## config.mk

```make
export PLATFORM = sky130hd
export DESIGN_NAME = cmm_mac
export DESIGN_NICKNAME = d
export VERILOG_FILES = /design/src/rtl/cmm_pkg.sv /design/src/rtl/cmm_mac.sv
export SDC_FILE = /design/constraint.sdc
export NUM_CORES = 2
export LEC_CHECK = 0
export BUFFER_PORTS_ARGS = -buffer_cell sky130_fd_sc_hd__buf_2
export CAP_MARGIN = 10
export CELL_PAD_IN_SITES_DETAIL_PLACEMENT = 0
export CELL_PAD_IN_SITES_GLOBAL_PLACEMENT = 1
export CORE_ASPECT_RATIO = 2
export CORE_MARGIN = 4
export CORE_UTILIZATION = 30
export DETAILED_ROUTE_END_ITERATION = 12
export HOLD_SLACK_MARGIN = 0.05
export PLACE_DENSITY = 0.6
export SKIP_LAST_GASP = 1
export SLEW_MARGIN = 20
export SYNTH_ARGS = -nofsm -noshare
export SYNTH_HDL_FRONTEND = slang
export SYNTH_SLANG_ARGS = --single-unit
```

## constraint.sdc

```tcl
create_clock -name clk -period 8.15 [get_ports clk]
set_input_delay 0.815 -clock clk [delete_from_list [all_inputs] [get_ports clk]]
set_output_delay 0.815 -clock clk [all_outputs]
set_load 0.01 [all_outputs]
```

## src/rtl/cmm_pkg.sv

```systemverilog
// ============================================================================
// cmm_pkg: shared types and constants for the complex matrix multiply block
// Request mode codes, control FSM states, datapath control struct and the
// fixed field widths of the request and response channels.
// ============================================================================
package cmm_pkg;

    // Fixed field widths
    localparam int ROW_W  = 4;
    localparam int SIZE_W = 5;
    localparam int SUM_W  = 37;

    // Matrix dimension after reset
    localparam logic [SIZE_W-1:0] SIZE_RESET = 5'd16;

    // Request codes
    typedef enum logic [1:0] {
        MODE_WR_A = 2'd0,
        MODE_WR_B = 2'd1,
        MODE_RD   = 2'd2,
        MODE_NOP  = 2'd3
    } mode_t;

    // Control sequencer states
    typedef enum logic [1:0] {
        ST_IDLE,
        ST_ISSUE,
        ST_DRAIN,
        ST_EMIT
    } state_t;

    // Control from the sequencer to the MAC datapath
    typedef struct packed {
        logic vld;   // memory read data valid this cycle
        logic clr;   // clear the accumulators
    } mac_ctrl_t;

endpackage

```

## src/rtl/cmm_mac.sv

```systemverilog
// ============================================================================
// cmm_mac: complex multiply-accumulate datapath
// One complex product per cycle: four registered real products, then the
// real and imaginary accumulators at full precision.
// ============================================================================
module cmm_mac
    import cmm_pkg::*;
#(
    parameter int ELEM_BITS = 16,
    parameter int MAX_DIM   = 16
)
(
    input  logic                       clk,
    input  logic                       rst_n,
    input  mac_ctrl_t                  ctrl,
    input  logic [2*ELEM_BITS-1:0]     a_elem,
    input  logic [2*ELEM_BITS-1:0]     b_elem,
    output logic                       busy,
    output logic signed [SUM_W-1:0]    sum_re,
    output logic signed [SUM_W-1:0]    sum_im
);

    localparam int PW    = 2 * ELEM_BITS;
    localparam int ACC_W = PW + 2 + $clog2(MAX_DIM);
    localparam int EXT_W = (ACC_W > SUM_W) ? ACC_W : SUM_W;

    logic signed [ELEM_BITS-1:0] ar, ai, br, bi;
    logic signed [PW-1:0]        rr_reg, ii_reg, ri_reg, ir_reg;
    logic                        mul_vld_reg;
    logic signed [EXT_W-1:0]     acc_re_reg, acc_im_reg;
    logic signed [EXT_W-1:0]     acc_re_next, acc_im_next;

    // Element unpacking: real part low, imaginary part high
    assign ar = a_elem[ELEM_BITS-1:0];
    assign ai = a_elem[PW-1:ELEM_BITS];
    assign br = b_elem[ELEM_BITS-1:0];
    assign bi = b_elem[PW-1:ELEM_BITS];

    // Product stage
    always_ff @(posedge clk)
    begin
        rr_reg <= ar * br;
        ii_reg <= ai * bi;
        ri_reg <= ar * bi;
        ir_reg <= ai * br;
    end

    always_ff @(posedge clk or negedge rst_n)
    begin
        if (!rst_n)
        begin
            mul_vld_reg <= 1'b0;
        end
        else
        begin
            mul_vld_reg <= ctrl.vld;
        end
    end

    // Accumulate stage
    always_comb
    begin
        acc_re_next = acc_re_reg
                    + {{(EXT_W-PW){rr_reg[PW-1]}}, rr_reg}
                    - {{(EXT_W-PW){ii_reg[PW-1]}}, ii_reg};
        acc_im_next = acc_im_reg
                    + {{(EXT_W-PW){ri_reg[PW-1]}}, ri_reg}
                    + {{(EXT_W-PW){ir_reg[PW-1]}}, ir_reg};
    end

    always_ff @(posedge clk or negedge rst_n)
    begin
        if (!rst_n)
        begin
            acc_re_reg <= '0;
            acc_im_reg <= '0;
        end
        else if (ctrl.clr)
        begin
            acc_re_reg <= '0;
            acc_im_reg <= '0;
        end
        else if (mul_vld_reg)
        begin
            acc_re_reg <= acc_re_next;
            acc_im_reg <= acc_im_next;
        end
    end

    assign busy   = mul_vld_reg;
    assign sum_re = acc_re_reg[SUM_W-1:0];
    assign sum_im = acc_im_reg[SUM_W-1:0];

endmodule

```

==> qor.yml <==
worst_setup_path:
  critical_path_peak_fanout: 17
  cp.arrival_ns: 7.40
  critPathKind: "input pin to flop"
  r2r_start: "acc_re_reg[1]"
  endpoint_kind: "flop"
  r2r_cells: 14
  crit_path_start: "b_elem[7]"
  endpoint: "rr_reg[28]"
  r2r_end: "acc_re_reg[36]"
  required_ns: 8.55
  r2r_slack_ns: 3.53
  start_kind: "input pin"
min_path:
  hp-class: "input pin to async pin"
timing:
  rsz0062_at_grt: "no"
  finalCritPeriodShare_pct: 85.8
  slew_viol_final: 0
  fin_setup_tns_ns: 0
  worst_slack_ns: 1.16
  hold_violations: 0
  finalSetupViolCount: 0
  period_needed_ns: 6.99
  max_freq_ghz: 0.143
  finalHoldWorstSlack_ns: 0.118
  finClkSkew_ns: 0.0241
  relSlewSlack_pct: 24.1
  worst_pin_slew_ns: 1.13
place:
  dpl_worst_slack_ns: 0.565
  place_congestion: 0.863
  dp_hpwl_um: 134000
  port_buffers: 142
  dpl_cell_area_um2: 53600
clock_network:
  postCtsHoldBufs: 0
  post_cts_buffers: 0
  clk_path_buf_depth: 3
  cts_buffers: 25
  cts_root_buf: "clkbuf_16"
  clkTransAtPathRegs_ns: 0.06
  insertion_delay_ns: 0.59
  htreeDepth: 1
  cts.repair.resized: 0
  clock_sinks: 203
  cts_tree: "built"
synth:
  synth_area_leader_cell: "fa_1"
  synth_warnings: 0
  ys_top_cells_by_count: "inv_1 (1303), fa_1 (1121), nand2_1 (539), and2_1 (506), ha_1 (402)"
  yosys.cell_types.count: 82
  ys_async_sr_fraction_pct: 36.9
  yosys.area.top_type_share_pct: 44.7
  ys_ff_latch: 203
  yosysMostFrequentCell: "inv_1"
  synthesis.nets: 6995
  synth-edff-count: 0
  syn_inst: 5404
  synthFlopType: "dfxtp_1"
  avgSynthCellArea_um2: 9.29
  synth.area.top_cells: "fa_1 (45%), ha_1 (10%), inv_1 (9.7%)"
  syn-cell-area_um2: 50200
  ys_seq_area_share_pct: 8.84
floorplanning:
  io_pins: 143
  rows: 212
  dieWidth_um: 297
  fp.dieArea_um2: 174000
  floorplan.initialDensity_pct: 30.1
  die_h_um: 586
  coreArea_um2: 167000
run:
  maxCapViolations: 0
final_layout:
  num-nets-final: 7043
  fillers: 17500
  final_area_um2: 54600
  drive_above_1_share_pct: 5.90
  syn2layout_area_growth_pct: 8.71
drt:
  drt_iter0_drc: 1512
  routed_wirelength_um: 160000
  dr.pass1.iters: 6
  via_per_inst: 4.71
  drtAntennaViolNets: 0
  vias: 36100
  drc: 0
  wire_per_inst_um: 20.8
global_routing:
  grt_start_max_net_pins: 75
  grt_pass1_wl_um: 247000
  antenna_found_initial: 43
  overflow: 0
  grt_pass1_vias: 41000
  grtUsageTotal_pct: 18.8
run_status:
  status: "finished clean"
==> critical path, stage by stage <==
cell and delay, ns:
buf_2 0.44, buf_4 0.37, nand2_1 0.12, fa_1 0.56, inv_1 0.06, fa_1 0.49, inv_1 0.05, fa_1 0.54
inv_1 0.05, fa_1 0.42, fa_1 0.52, inv_1 0.05, fa_1 0.47, inv_1 0.04, ha_1 0.34, inv_1 0.25
o21bai_1 0.14, a311o_1 0.39, a221o_2 0.41, nand4_2 0.15, a31oi_4 0.12, o41ai_2 0.24, xnor2_1 0.33
==> metrics by stage <==
stage / cells / utilization, %
floorplan: 5404 / -
global placement: 7565 / 32.2
detailed placement: 7565 / 32.2
CTS: 7611 / 32.7
global route: 7646 / 32.7
finish: 7655 / 32.8
==> cell type report <==
| type | instances | area, um2 | area share, % |
|---|---|---|---|
| Multi-Input combinational cell | 3674 | 40000 | 73.4 |
| Timing Repair Buffer | 244 | 1550 | 2.85 |
| Tap cell | 2140 | 2680 | 4.91 |
| Clock buffer | 30 | 697 | 1.28 |
| Antenna cell | 44 | 110 | 0.202 |
| Sequential cell | 203 | 4440 | 8.14 |
| Clock inverter | 16 | 159 | 0.291 |
| Inverter | 1304 | 4890 | 8.97 |
==> layout by cell type, fill, tap and decap left out, types with 27 or more instances in the layout <==
cell	n
nor2_1	178
a21o_1	83
xnor2_1	150
clkbuf_16	27
ha_1	402
nand2_1	539
buf_2	141
nand2b_1	38
and2_1	506
buf_4	97
a21oi_1	146
xor2_1	44
dfxtp_1	128
mux2i_1	50
fa_1	1121
dfrtp_1	74
o21ai_0	60
inv_1	1303
o21bai_1	29
nand3_1	33
diode_2	44
==> cell families (layout without fill, tap and decap cells) <==
group,count (synthesis),in the layout,synth area share [%]
and+or+nand+nor,1412,1412,14.0
muxes,51,51,1.02
other,0,44,0
adders and majority gates,1523,1523,54.7
AOI/OAI and AO/OA,493,493,6.54
DFF,203,203,8.84
buffers and inverters,1527,1594,11.4
xor gates and xnor gates,195,195,3.40
==> metal layers <==
layer	vias up	share of wire [%]	global-route usage [%]
li1	16200	-	-
met1	18900	34	19.2
met2	666	55	37.1
met3	256	3.4	1.96
met4	22	6.8	10.7
met5	-	0.086	0
==> worst min-delay path by stage <==
stage,to,slack (ns),cells past startpoint
after global placement,acc_re_reg[34],0.51,2
after global routing,busy,0.11,1
after floorplan,acc_im_reg[0],0.52,0
final,busy,0.12,1
after detailed placement,acc_re_reg[25],0.51,2
after CTS,acc_im_reg[36],0.09,1
Power is not shown: default switching activity piles up to over one toggle a cycle in this logic, so the estimate is an artifact.
